--- src/rtl/tgad_pkg.sv ---
package tgad_pkg;

    localparam int PALETTE_ENTRIES = 256;
    localparam int COORD_BITS      = 16;
    localparam int PAL_ADDR_BITS   = $clog2(PALETTE_ENTRIES);

    localparam int DIM_BITS        = 16;
    localparam int IDX_BITS        = 8;
    localparam int COLOR_BITS      = 24;
    localparam int VALUE_BITS      = 32;
    localparam int CFG_INDEX_BITS  = 2;
    localparam int CFG_DATA_BITS   = 16;

    localparam logic [DIM_BITS:0] DIM_LIMIT = (DIM_BITS+1)'(2**COORD_BITS);
    localparam logic [IDX_BITS:0] PAL_LIMIT = (IDX_BITS+1)'(PALETTE_ENTRIES);

    typedef enum logic [CFG_INDEX_BITS-1:0] {
        CFG_IMAGE_KIND   = 2'd0,
        CFG_IMAGE_WIDTH  = 2'd1,
        CFG_IMAGE_HEIGHT = 2'd2,
        CFG_HAS_ALPHA    = 2'd3
    } cfg_index_t;

    typedef enum logic [1:0] {
        KIND_TRUECOLOR = 2'd0,
        KIND_INDEXED   = 2'd1,
        KIND_GRAYSCALE = 2'd2
    } kind_t;

    localparam logic REQ_PALETTE = 1'b0;
    localparam logic REQ_PIXEL   = 1'b1;

    typedef struct packed {
        logic [1:0]          image_kind;
        logic [DIM_BITS-1:0] image_width;
        logic [DIM_BITS-1:0] image_height;
        logic                has_alpha;
    } cfg_t;

    typedef struct packed {
        logic [COORD_BITS-1:0] row;
        logic [COORD_BITS-1:0] col;
        logic                  last;
    } coord_t;

    // last valid coordinate for a dimension; zero acts as one, oversize clamps
    function automatic logic [COORD_BITS-1:0] last_index(input logic [DIM_BITS-1:0] dim);
        logic [DIM_BITS:0]   wide;
        logic [DIM_BITS-1:0] dec;
        wide = {1'b0, dim};
        dec  = dim - DIM_BITS'(1);
        if (dim == '0)
            last_index = '0;
        else if (wide > DIM_LIMIT)
            last_index = '1;
        else
            last_index = dec[COORD_BITS-1:0];
    endfunction

endpackage

--- src/rtl/tgad_coord.sv ---
module tgad_coord (
    input  logic              clk,
    input  logic              rst_n,
    input  logic              step,
    input  tgad_pkg::cfg_t    cfg,
    output tgad_pkg::coord_t  crd
);
    import tgad_pkg::*;

    logic [COORD_BITS-1:0] col_reg, col_next;
    logic [COORD_BITS-1:0] line_reg, line_next;
    logic [COORD_BITS-1:0] last_col;
    logic [COORD_BITS-1:0] last_line;
    logic                  row_end;
    logic                  img_end;

    always_comb
    begin
        last_col  = last_index(cfg.image_width);
        last_line = last_index(cfg.image_height);
        row_end   = col_reg >= last_col;
        img_end   = row_end && (line_reg >= last_line);
        col_next  = col_reg;
        line_next = line_reg;
        if (step)
        begin
            if (row_end)
            begin
                col_next  = '0;
                line_next = img_end ? '0 : line_reg + COORD_BITS'(1);
            end
            else
            begin
                col_next = col_reg + COORD_BITS'(1);
            end
        end
    end

    always_ff @(posedge clk or negedge rst_n)
    begin
        if (!rst_n)
        begin
            col_reg  <= '0;
            line_reg <= '0;
        end
        else
        begin
            col_reg  <= col_next;
            line_reg <= line_next;
        end
    end

    // row flip wraps modulo the coordinate range when counters overrun
    assign crd.row  = last_line - line_reg;
    assign crd.col  = col_reg;
    assign crd.last = img_end;

endmodule

--- config.mk ---
export PLATFORM = sky130hd
export DESIGN_NAME = tgad_coord
export DESIGN_NICKNAME = d
export VERILOG_FILES = /design/src/rtl/tgad_pkg.sv /design/src/rtl/tgad_coord.sv
export SDC_FILE = /design/constraint.sdc
export NUM_CORES = 1
export LEC_CHECK = 0
export BUFFER_PORTS_ARGS = -buffer_cell sky130_fd_sc_hd__buf_2
export CAP_MARGIN = 20
export CORE_ASPECT_RATIO = 2
export CORE_MARGIN = 3
export CORE_UTILIZATION = 41
export CTS_CLUSTER_DIAMETER = 40
export CTS_CLUSTER_SIZE = 12
export DETAILED_ROUTE_END_ITERATION = 10
export HOLD_SLACK_MARGIN = 0.1
export PLACE_DENSITY = 0.63
export REMOVE_ABC_BUFFERS = 1
export SLEW_MARGIN = 20
export SYNTH_ARGS = -nofsm -noshare
export SYNTH_HDL_FRONTEND = slang
export SYNTH_SLANG_ARGS = --single-unit
--- constraint.sdc ---
create_clock -name clk -period 4.7 [get_ports clk]
set_input_delay 0.705 -clock clk [delete_from_list [all_inputs] [get_ports clk]]
set_output_delay 0.705 -clock clk [all_outputs]
set_load 0.01 [all_outputs]
* Word-level counts from Yosys, hierarchy flattened *
Index checks and enable logic that the tools add are counted.
Widths: inputs -> output; s select.

cells by class
  add/subtract/negate cells = 5
  order comparisons = 4
  mux-type cells = 6
  reduce and logical (&&, ||, !) cells = 4

operator list
  operator               number
  $mux 16                6
  $gt 16x17->1 const B   2
  $add 16x1->16 const B  2
  $ge 16x16->1           2
  $logic_not 16->1       2
  $sub 16x1->16 const B  2
  $sub 16x16->16         1
  $reduce_and 2->1       1
  $logic_and 1x1->1      1

word-level totals
  flip-flop bits (word level) = 32
  input port bits = 38
  output and inout bits = 33
  logic and storage cells = 21

* Depth between registers and ports, before layout *
  depth in word-level cells = 6
  depth in mapped cells = 15

* Worst setup path after synthesis *
OpenSTA, ideal clock, no wires.

  path type = input to output
  start point = input cfg[8] (netlist name)
  end point = output crd[30] (netlist name)
  arrival time = 3.727 ns
  data required time = 3.995 ns
  path slack = 0.268 ns
  cell stages on the path = 12
  cell sequence = or4_4 -> nor4_4 -> nand2b_1 -> nor3_2 -> buf_2 -> nor2_1 -> ha_1 -> nor2b_1 -> o31a_1 -> o31ai_1 -> a31oi_1 -> o311ai_0

RTL lines
  element      RTL line         text
  from (decl)  tgad_coord.sv:5  input tgad_pkg::cfg_t cfg,
  to (decl)    tgad_coord.sv:6  output tgad_pkg::coord_t crd

==> results.toml <==
[finish]
final_cells = 689
antennaDiodeCount = 0
drive_above_1_share = 0.284
areaGrowthSynthToFinish_pct = 32.6
fin_area_um2 = 4890
nets = 665

[clocking]
clock_latency_ns = 0.27
cts_made_buffers = 5
cts.clk_slew.worst_paths_ns = 0.05
clockBufferDepth = 2
cts_max_level = 2
cts_tree = "yes"
cts-root-buf = "clkbuf_16"
cts.sinks = 32

[sta]
fin_ws_ns = 0.0725
period_share = 0.985
worstMarginPinSlew_ns = 0.698
setup_viol = 0
period_needed_ns = 4.63
holdWs_ns = 0.475
rsz0062_at_grt = "yes"
drv_slew = 0
fin_setup_tns_ns = 0
hold_violations = 0
clock_skew_ns = 0.00105
fmax_mhz = 216
slew_headroom = 0.530

[floorplan]
die_y_um = 140
num_rows = 48
ioPinCount = 71
die_area_um2 = 10200
die_x_um = 73.0
core_um2 = 8710
start_util = 0.423

[placement]
io_buffers = 67
place_congestion = 0.804
dp.cells = 673
post_dp_cell_area_um2 = 4370
dp_hpwl_mm = 8.34
place_ws_ns = -0.171

[critical_path]
crit_path_end_kind = "primary output"
ff2ff_setup_slack_ns = 1.78
cp.arrival_ns = 3.92
rr_worst_depth = 10
reg2reg_from = "line_reg[8]"
crit_fanout = 4
worstPathRequired_ns = 3.99
critPathKind = "in -> out"
r2r_end = "line_reg[15]"
critical_path.startpoint_type = "input port"

[logic_synthesis]
ys_seq_area_frac = 0.217
synth-edff-count = 0
ys_async_sr_fraction = 1.00
yosysUniqueCellTypes = 57
yosysWarnings = 0
netlist_instances = 481
synth_area_um2 = 3680
synth-seq-cells = 32
ys.flop_type = "dfrtp_1"
synth.avg_cell_area_um2 = 7.66

[power_and_ir_drop]
sw_frac_of_total = 0.329
pwr-share-seq = 0.306
p_comb_frac = 0.352
p_clk_frac = 0.342
peakVddDrop_mv = 0.210
power_density_nw_per_um2 = 235
leakage_nw = 2.36
internal-power_w = 0.000770
p_sw_w = 0.000377

[routing]
antenna_left = 0
drtPass1Iterations = 4
detail_route.iter0.violations = 118
vias_per_cell = 5.55
vias = 3827
drt-total-wl_mm = 10.3
wire_per_inst_um = 14.9
drc = 0

[job]
drv_cap = 0

[global_routing]
antenna_found_initial = 0
grt_max_degree = 33
overflow = 0
grt.total_usage = 0.205
grt_pass1_vias = 3836
grt_pass1_wl_mm = 17.1

[status]
outcome = "complete, no violations"

[min_path]
hp-class = "in -> async"
-- worst max path at each step --
stage                     slack [ns]  startpoint      end  depth (start not counted)
after floorplan                -0.03      cfg[8]   crd[0]                         11
after global placement         -0.07      cfg[8]  crd[29]                         17
after detailed placement       -0.17      cfg[8]  crd[29]                         17
after CTS                      -0.01      cfg[8]  crd[26]                         16
after global routing           -0.12     cfg[10]  crd[31]                         17
final                           0.07     cfg[10]  crd[29]                         17
-- routing by layer --
metal | track usage | up-vias | part of all wire
li1 | - | 1935 | -
met1 | 0.205 | 1816 | 0.36
met2 | 0.424 | 68 | 0.60
met3 | 0.0129 | 8 | 0.025
met4 | 0.0545 | 0 | 0.0096
met5 | 0 | - | 0
-- critical path, cell delays in order --
cell and delay, ns:
buf_6 0.09, or4_4 0.56, nor4_4 0.24, nand2b_1 0.13
nor3_2 0.13, buf_4 0.18, or2_4 0.13, ha_4 0.14
inv_2 0.04, fa_2 0.36, a211oi_2 0.28, o21a_2 0.20
a211oi_4 0.09, o221ai_4 0.26, buf_6 0.14, xnor2_2 0.09
buf_2 0.14
-- per-stage QoR --
stage | utilization | total power, W
6_report | 0.561 | 0.00115
5_1_grt | 0.561 | 0.00122
4_1_cts | 0.526 | 0.00112
3_5_place_dp | 0.501 | 0.000722
3_3_place_gp | 0.501 | 0.000710
2_1_floorplan | - | 0.000571
-- cell usage after synthesis (3+ instances only) --
cell / number / share of area
nor2_1: 56 / 0.057
nand2_1: 54 / 0.055
ha_1: 38 / 0.13
dfrtp_1: 32 / 0.22
inv_1: 32 / 0.033
nand3_1: 27 / 0.037
xnor2_1: 25 / 0.059
a21oi_1: 22 / 0.030
o21ai_0: 20 / 0.027
xor2_1: 19 / 0.045
nor3_1: 15 / 0.020
nor4_1: 10 / 0.017
buf_2: 9 / 0.012
and3_1: 8 / 0.014
nand2b_1: 8 / 0.014
nand4_1: 8 / 0.014
a21boi_0: 6 / 0.012
a2bb2oi_1: 6 / 0.014
o22ai_1: 6 / 0.010
a21o_1: 5 / 0.010
mux2i_1: 5 / 0.014
nand3b_1: 4 / 0.0081
nor2b_1: 4 / 0.0068
o21a_1: 4 / 0.0081
o31ai_1: 4 / 0.0081
or3_1: 4 / 0.0068
a211oi_1: 3 / 0.0061
a31oi_1: 3 / 0.0051
and2_1: 3 / 0.0051
nor4_2: 3 / 0.010
o221ai_1: 3 / 0.0071
-- kinds of logic after synthesis --
kind of cell / count (synthesis) / share of synthesized area
xor+xnor: 44 / 0.105
mux: 7 / 0.0197
fa+ha+maj: 39 / 0.134
compound gates: 98 / 0.177
flops: 32 / 0.217
buf+inv: 45 / 0.0503
simple gates: 216 / 0.296
-- power groups by stage --
stage,clock network (W),logic (W),registers [W]
floorplan,0,0.000215,0.000356
global placement,0,0.000355,0.000355
detailed placement,0,0.000367,0.000355
CTS,0.000396,0.000373,0.000351
global route,0.000409,0.000458,0.000357
finish,0.000392,0.000404,0.000351
-- layout by cell type (no fill, tap or decap), types with 3 or more instances in the layout --
cell type / n
buf_2: 66
nor2_1: 54
nand2_1: 51
buf_4: 41
ha_1: 32
dfrtp_1: 32
inv_1: 31
nand3_1: 25
xnor2_1: 24
xor2_1: 19
a21oi_1: 19
o21ai_0: 19
nor3_1: 14
nor4_1: 9
nand2b_1: 8
and3_1: 8
nand4_1: 8
o22ai_1: 6
a2bb2oi_1: 6
a21boi_0: 6
a21o_1: 5
mux2i_1: 5
ha_4: 5
clkbuf_16: 5
nand3b_1: 4
or3_1: 4
o31ai_1: 4
buf_6: 4
nor2b_1: 3
nor4_4: 3
nor3_2: 3
nand2_2: 3
a21oi_2: 3
o21a_1: 3
a31oi_1: 3
and2_1: 3
-- final cells by class --
| type | count | area, µm² |
|---|---|---|
| Fill cell | 802 | 3820 |
| Multi-Input combinational cell | 404 | 2940 |
| Sequential cell | 32 | 801 |
| Timing Repair Buffer | 113 | 718 |
| Clock buffer | 7 | 153 |
| Tap cell | 100 | 125 |
| Inverter | 32 | 120 |
| Clock inverter | 1 | 30.0 |
-- timing repair --
| action | CTS | global route |
|---|---|---|
| buffers inserted | 0 | 8 |
| gates resized for setup | 5 | 47 |
| pin swaps | 1 | 14 |
| setup endpoints to repair | 4 | 8 |
| hold buffers | 0 | 0 |
(Power assumes the default switching activity.)
