[src/rtl/tgad_pkg.sv]
package tgad_pkg;

    localparam int PALETTE_ENTRIES = 256;
    localparam int COORD_BITS      = 16;
    localparam int PAL_ADDR_BITS   = $clog2(PALETTE_ENTRIES);

    localparam int DIM_BITS        = 16;
    localparam int IDX_BITS        = 8;
    localparam int COLOR_BITS      = 24;
    localparam int VALUE_BITS      = 32;
    localparam int CFG_INDEX_BITS  = 2;
    localparam int CFG_DATA_BITS   = 16;

    localparam logic [DIM_BITS:0] DIM_LIMIT = (DIM_BITS+1)'(2**COORD_BITS);
    localparam logic [IDX_BITS:0] PAL_LIMIT = (IDX_BITS+1)'(PALETTE_ENTRIES);

    typedef enum logic [CFG_INDEX_BITS-1:0] {
        CFG_IMAGE_KIND   = 2'd0,
        CFG_IMAGE_WIDTH  = 2'd1,
        CFG_IMAGE_HEIGHT = 2'd2,
        CFG_HAS_ALPHA    = 2'd3
    } cfg_index_t;

    typedef enum logic [1:0] {
        KIND_TRUECOLOR = 2'd0,
        KIND_INDEXED   = 2'd1,
        KIND_GRAYSCALE = 2'd2
    } kind_t;

    localparam logic REQ_PALETTE = 1'b0;
    localparam logic REQ_PIXEL   = 1'b1;

    typedef struct packed {
        logic [1:0]          image_kind;
        logic [DIM_BITS-1:0] image_width;
        logic [DIM_BITS-1:0] image_height;
        logic                has_alpha;
    } cfg_t;

    typedef struct packed {
        logic [COORD_BITS-1:0] row;
        logic [COORD_BITS-1:0] col;
        logic                  last;
    } coord_t;

    // last valid coordinate for a dimension; zero acts as one, oversize clamps
    function automatic logic [COORD_BITS-1:0] last_index(input logic [DIM_BITS-1:0] dim);
        logic [DIM_BITS:0]   wide;
        logic [DIM_BITS-1:0] dec;
        wide = {1'b0, dim};
        dec  = dim - DIM_BITS'(1);
        if (dim == '0)
            last_index = '0;
        else if (wide > DIM_LIMIT)
            last_index = '1;
        else
            last_index = dec[COORD_BITS-1:0];
    endfunction

endpackage

[src/rtl/tgad_cfg.sv]
module tgad_cfg (
    input  logic                                 clk,
    input  logic                                 rst_n,
    input  logic                                 cfg_we,
    input  logic [tgad_pkg::CFG_INDEX_BITS-1:0]  cfg_index,
    input  logic [tgad_pkg::CFG_DATA_BITS-1:0]   cfg_data,
    output tgad_pkg::cfg_t                       cfg
);
    import tgad_pkg::*;

    cfg_t cfg_reg;
    cfg_t cfg_next;

    always_comb
    begin
        cfg_next = cfg_reg;
        if (cfg_we)
        begin
            unique case (cfg_index_t'(cfg_index))
                CFG_IMAGE_KIND:   cfg_next.image_kind   = cfg_data[1:0];
                CFG_IMAGE_WIDTH:  cfg_next.image_width  = cfg_data[DIM_BITS-1:0];
                CFG_IMAGE_HEIGHT: cfg_next.image_height = cfg_data[DIM_BITS-1:0];
                CFG_HAS_ALPHA:    cfg_next.has_alpha    = cfg_data[0];
                default:          cfg_next = cfg_reg;
            endcase
        end
    end

    always_ff @(posedge clk or negedge rst_n)
    begin
        if (!rst_n)
        begin
            cfg_reg.image_kind   <= KIND_TRUECOLOR;
            cfg_reg.image_width  <= DIM_BITS'(1);
            cfg_reg.image_height <= DIM_BITS'(1);
            cfg_reg.has_alpha    <= 1'b0;
        end
        else
        begin
            cfg_reg <= cfg_next;
        end
    end

    assign cfg = cfg_reg;

endmodule

[config.mk]
export PLATFORM = sky130hd
export DESIGN_NAME = tgad_cfg
export DESIGN_NICKNAME = d
export VERILOG_FILES = /design/src/rtl/tgad_pkg.sv /design/src/rtl/tgad_cfg.sv
export SDC_FILE = /design/constraint.sdc
export NUM_CORES = 1
export LEC_CHECK = 0
export CORE_MARGIN = 2
export CORE_UTILIZATION = 24
export CTS_CLUSTER_SIZE = 28
export DETAILED_ROUTE_END_ITERATION = 10
export DONT_BUFFER_PORTS = 1
export PLACE_DENSITY = 0.38
export SLEW_MARGIN = 20
export SYNTH_ARGS = -nofsm -noshare
export SYNTH_HDL_FRONTEND = slang
export SYNTH_SLANG_ARGS = --single-unit
[constraint.sdc]
create_clock -name clk -period 0.8 [get_ports clk]
set_clock_uncertainty 0.15 [all_clocks]
set_input_delay 0.12 -clock clk [delete_from_list [all_inputs] [get_ports clk]]
set_output_delay 0.12 -clock clk [all_outputs]
set_load 0.01 [all_outputs]
# Word-level counts from Yosys, hierarchy flattened
# Index checks and enable logic that the tools add are counted.
dict set report classes {
  n_eq_ne 3
  reduce_logical 5
}
# operator count
set ops {}
lappend ops {{$reduce_and 2->1} 4}
lappend ops {{$eq 2x2->1 const B} 2}
lappend ops {{$eq 2x1->1 const B} 1}
lappend ops {{$logic_not 2->1} 1}
dict set report totals {
  inputBits 21
  out_inout_bits 35
  elab_cells 12
  ff_bits 35
}

# Logic depth before layout (Yosys ltp)
# Gate-level depths: netlist (run 1).
dict set report logic_depth {
  ltp_word 2
  depth_mapped 3
  mapped_depth_nobuf 2
}

# Worst setup path after synthesis (run 1)
# OpenSTA, ideal clock, no wires.
dict set report synth_path {
  kind {input to register}
  from {input port cfg_index[0] in the netlist's numbering}
  to {register cfg_reg, in the netlist cfg[10]}
  arrival_ps 756
  path_buffers 1
  setup_time_ps 125
  path_stages 3
  slack_ps -231
  t_required_ps 525
  cell_sequence {nand3b_4 > buf_6 > mux2_4}
}
dict set report synth_via {
  elab_chain_cells 2
}
# item line_no
set synth_lines {}
lappend synth_lines {{start, declared} tgad_cfg.sv:5} ;# input logic [tgad_pkg::CFG_INDEX_BITS-1:0] cfg_index,
lappend synth_lines {{$eq 2x2->1} tgad_cfg.sv:19} ;# unique case (cfg_index_t'(cfg_index))
lappend synth_lines {{$reduce_and 2->1 (no line)} -}
lappend synth_lines {{end signal, assigned} tgad_cfg.sv:40} ;# cfg_reg <= cfg_next;
lappend synth_lines {{end, declared} tgad_cfg.sv:11} ;# cfg_t cfg_reg;
# Every way passes these cells.
# A chain may end at the register's enable or synchronous reset.

# Worst setup path after layout (run 1)
dict set report layout_path {
  from {register cfg_reg, in the netlist cfg[1]}
  to {output port cfg[1] in the netlist's numbering}
}
# item line_no
set layout_lines {}
lappend layout_lines {{end, declared} tgad_cfg.sv:7} ;# output tgad_pkg::cfg_t cfg
# No word-level cell between the ends.

==> results of run 1 <==
[worst paths after layout]
path | start | to | slack [ps] | depth (start not counted)
worst min register to register | cfg[34] | cfg[34] | 390 | 1
min in group clk | cfg_data[14] | cfg[31] | -170 | 1
worst min-delay path | rst_n | cfg[22] | -620 | 0
worst max register to register | cfg[25] | cfg[25] | -250 | 2
max in group asynchronous | rst_n | cfg[17] | 930 | 0
worst max-delay path | cfg[1] | cfg[1] | -310 | 0
[cells by family after synthesis]
group	Yosys count	synth area share
DFF	35	0.615
muxes	35	0.329
buffers and inverters	2	0.0158
and+or+nand+nor	4	0.0403
[synthesized netlist by cell type]
cell type,instances
nor3b_2,1
mux2_4,20
buf_6,2
dfstp_2,2
dfrtp_1,33
mux2_2,15
nand3b_4,2
nand3_1,1
[layout by cell type (no fill, tap or decap)]
cell and count:
mux2_2 4, bufinv_16 1, nand3b_4 2, buf_6 39, dfrtp_1 33, buf_4 6, clkbuf_8 6, dfstp_2 2
nand3_1 1, buf_12 3, clkinv_2 1, mux2_4 31, nor3b_4 1
[area by class of cell]
type / instances / area, sq um / area share
flip-flops and latches: 35 / 878 / 0.398
clock buffers: 6 / 82.6 / 0.0374
repair buffers: 48 / 544 / 0.246
clock inverters: 2 / 35.0 / 0.0159
well taps: 75 / 93.8 / 0.0425
multi-input cells: 39 / 574 / 0.260
[metal layers]
metal | track usage | wire, um | vias up
met3 | 0.0356 | 265 | 4
met1 | 0.108 | 1270 | 425
met2 | 0.152 | 1430 | 40
met5 | 0 | 0 | -
li1 | - | - | 374
met4 | 0.0508 | 23 | 0
[timing repair]
item,CTS,global route
setup endpoints to repair,70,70
hold endpoints to repair,70,70
gates cloned,0,0
resized for setup,36,13
buffers inserted,6,5
[per-stage QoR]
stage	util	cell area (sq um)
6_report	0.377	2210
4_1_cts	0.363	2120
5_1_grt	0.377	2210
3_5_place_dp	0.312	1820
3_3_place_gp	0.312	1820
2_1_floorplan	-	1440
[power groups by stage]
stage          clock network [mW]  logic (mW)  registers (mW)
6_report                     1.63        1.63            2.39
2_1_floorplan                   0       0.472            2.48
5_1_grt                      1.81        1.73            2.42
4_1_cts                      1.70        1.49            2.38
3_5_place_dp                    0        1.20            2.35
3_3_place_gp                    0        1.19            2.34
==> impl_results.md, run 1 <==
* Outcome: finished with violations
* Failing checks: negative hold slack, negative setup slack
* Num CTS Buffers at 5
* DR WL/cell at 14.6 um
* Vias in the first global route at 939
* Pin count of the biggest net entering global routing at 36
* Final hold violations at 70
* Largest area contributor in the netlist: dfrtp_1
* Post-placement cell count at ~190
* P per Cell Area at around 2600 nW/um^2
* Clk network pwr share at 0.289
* TritonCTS Sinks at 35
* Max_cap viols at 0
* Core ar. at 5850 sq um
* Worst-path fanout max at 2
* Root buf cell: clkbuf_8
* P_sw at about 1.3 mW
* Hold WC Path Type: input port to asynchronous set/reset pin
* Layout Nets at 150
* Data required time of the worst path at 530 ps
* Die area at 6580 sq um
* First-pass GRT wire length at 4550 um
* Hold_ws at -623 ps
* Htree depth at 2
* Port Buffers at 0
* Yosys warning total at 0
* Int Power at 4.32 mW
* Leak at 1.11 nW
* Post-synthesis cell area at 1430 sq um
* Pre-antenna DRT Iters at 4
* Reg power frac at 0.423
* Pre-CTS WS at -224 ps
* Slew Viols, Final at 0
* Syn avg cell area at 18.8 sq um
* Measured slew at the worst slew-check pin at 197 ps
* Min setup slack post-route at -314 ps
* Pwr Total at 5.65 mW
* Max reg flops at 35
* Drc violations at 0
* Via density at 4.11
* RSZ-0062 raised after global routing: true
* Mapped Cells at 76
* GP Congestion at 0.708
* Critical path launch point type: register
* Synthesized Nets at 97
* Slew Limit Headroom at 0.869
* Filler cell count at 562
* Peak supply drop at 1.08 mV
* Sequential area share after synthesis at 0.615
* Worst-skew pair later-pin latency at 280 ps
* Die width at about 81 um
* Row cnt at 28
* Antenna diodes at 0
* CTS tree: done
* Antenna Nets Post-Route at 0
* Die height at 81.1 um
* DRT iter0 DRCs at 13
* Area delta synth->final at 54.7%
* Final setup vio count at 70
* Critical Path AT at about 840 ps
* DP HPWL at 1960 um
* Synth area leaders: dfrtp_1, mux2_4, mux2_2
* Via count at 843
* Comb power frac at 0.288
* Tmin final at 1110 ps
* Initial Util at 0.244
* All-Layer GR Usage at 0.0944
* Clock transition at path regs at 70 ps
* Initial antenna violation count at 0
* FMAX at 897 MHz
* Top-area cell type share of the netlist area at 0.578
* Final period util at 1.39
* I/O pin cnt at 56
* Sw frac at 0.236
* Worst setup EP type: output pin
* Unique masters post-synth at 8
* WS Path Type: register to output pin
* Layout cells sized above 1 at 0.738
* Layout Cells excl Fill at 205
* Routed WL at 2990 um
* Clock Path Buffers at 2
* TNS Setup at -14810 ps
* Number of synthesized register bits at 35
* Congestion Overflow GR at 0
No activity file was read; power rests on OpenSTA's default activity.
==> run 2, diff against run 1 <==
Settings changed: CORE_UTILIZATION 24 to 50, CTS_BUF_LIST set to sky130_fd_sc_hd__clkbuf_16, PLACE_DENSITY 0.38 to 0.68.
==> impl_results.md, run 2 (synthesis results as in run 1) <==
* Critical path launch point type: register
* Num CTS Buffers at 5
* Final setup vio count at 70
* Clock transition at path regs at 50 ps
* Critical Path AT at roughly 830 ps
* Crit path buffers/inverters at 1
* Area delta synth->final at 57.4%
* Final period util at 1.38
* Crit path max-delay cell type: dfrtp_1
* Worst-skew pair later-pin latency at between 200 and 300 ps
* FMAX at 907 MHz
* Design area at 2250 sq um
* GP Congestion at 0.670
* WS Path Type: register to output pin
* Layout Nets at between 150 and 200
* Initial Util at 0.522
* DR WL/cell at 17.9 um
* Area of the multi-input gates at 578 sq um
* DRT iter0 DRCs at 14
* Chain of cells forming the critical path: buf_6
* Via density at 5.09
* Hold WC Path Type: input port to asynchronous set/reset pin
* Pre-antenna DRT Iters at 3
* I/O pin cnt at 56
* P per Cell Area at around 2700 nW/um^2
* Htree depth at 2
* RSZ-0062 raised after global routing: true
* Vias in the first global route at 1011
* All-Layer GR Usage at 0.198
* Pin count of the biggest net entering global routing at 36
* DP HPWL at 1870 um
* Drc violations at 0
* Outcome: finished with violations
* Clock Path Buffers at 2
* TNS Setup at -15230 ps
* Kind of cell adding the most delay to the critical path: flip-flops
* Tmin final at 1100 ps
* Max reg flops at 35
* Min setup slack post-route at -302 ps
* Congestion Overflow GR at 0
* Max_cap viols at 0
* FF/Latch Area at 878 sq um
* Slew Limit Headroom at 0.880
* First-pass GRT wire length at approximately 4900 um
* Worst-path fanout max at 2
* Peak supply drop at 2.25 mV
* Die width at approximately 57 um
* Worst setup EP type: output pin
* Die area at 3300 sq um
* Measured slew at the worst slew-check pin at 180 ps
* Pwr Total at 5.99 mW
* R2r worst-path depth at 2
* Worst R2R Setup Slack at -260 ps
* Slowest cell delay on critical path at 420 ps
* Critical R2R Capture: cfg[8]
* Pre-CTS WS at -223 ps
* CTS tree: done
* Hold_ws at -608 ps
* Worst R2R Start: cfg[8]
* Antenna diodes at 0
* Layout cells sized above 1 at 0.735
* Die height at 57.4 um
* TritonCTS Sinks at 35
* Leak at about 1.2 nW
* Routed WL at 2990 um
* Post-DP Area at 1770 sq um
* Antenna Nets Post-Route at 0
* Data required time of the worst path at ~530 ps
* Filler cell count at 140
* Slew Viols, Final at 0
* Port Buffers at 0
* Final hold violations at 70
* Commonest cells after routing, fill and taps aside: buf_6, dfrtp_1, mux2_4
* Commonest non-fill, non-tap cell in the layout: buf_6
* Root buf cell: clkbuf_16
* Core ar. at 2730 sq um
* Row cnt at 19
* Initial antenna violation count at 0
* Via count at 850
* Failing checks: negative hold slack, negative setup slack
[run 2: worst max path at each step]
stage,start,to,depth (start not counted)
5_1_grt,cfg[17],cfg[17],0
2_1_floorplan,cfg_index[0],cfg[10],3
4_1_cts,cfg[17],cfg[17],0
3_3_place_gp,cfg_index[0],cfg[3],3
3_5_place_dp,cfg_index[1],cfg[31],3
6_report,cfg[8],cfg[8],1
[run 2: timing repair]
| item | in CTS | in global routing |
|---|---|---|
| gates cloned | 0 | 0 |
| setup endpoints to repair | 70 | 70 |
| buffers inserted | 14 | 3 |
| endpoints found under the hold margin | 70 | 70 |
| resized for setup | 39 | 17 |
| pin swaps | 0 | 0 |
[run 2: through the flow]
step,utilization,cells
after floorplan,-,76
after global placement,0.647,142
after detailed placement,0.647,142
after CTS,0.790,164
after global routing,0.822,167
final,0.822,167
[run 2: where the power goes]
group	total (mW)	internal (mW)	switching, mW
registers	2.42	2.13	0.288
logic	1.77	1.29	0.480
clock network	1.80	1.13	0.670
total	5.99	4.55	1.44
[run 2: area by class of cell]
class / instances / share of cell area
timing repair buffer: 54 / 0.272
multi-input combinational: 39 / 0.257
clock inverter: 3 / 0.00668
sequential: 35 / 0.391
clock buffer: 5 / 0.0557
tap: 31 / 0.0173
[run 2: routing by layer]
layer  part of all wire  up-vias  track usage
met2               0.54       32        0.344
met5                  0        -            0
met3              0.066        6       0.0612
li1                   -      383            -
met1               0.38      429        0.225
met4              0.015        0       0.0797
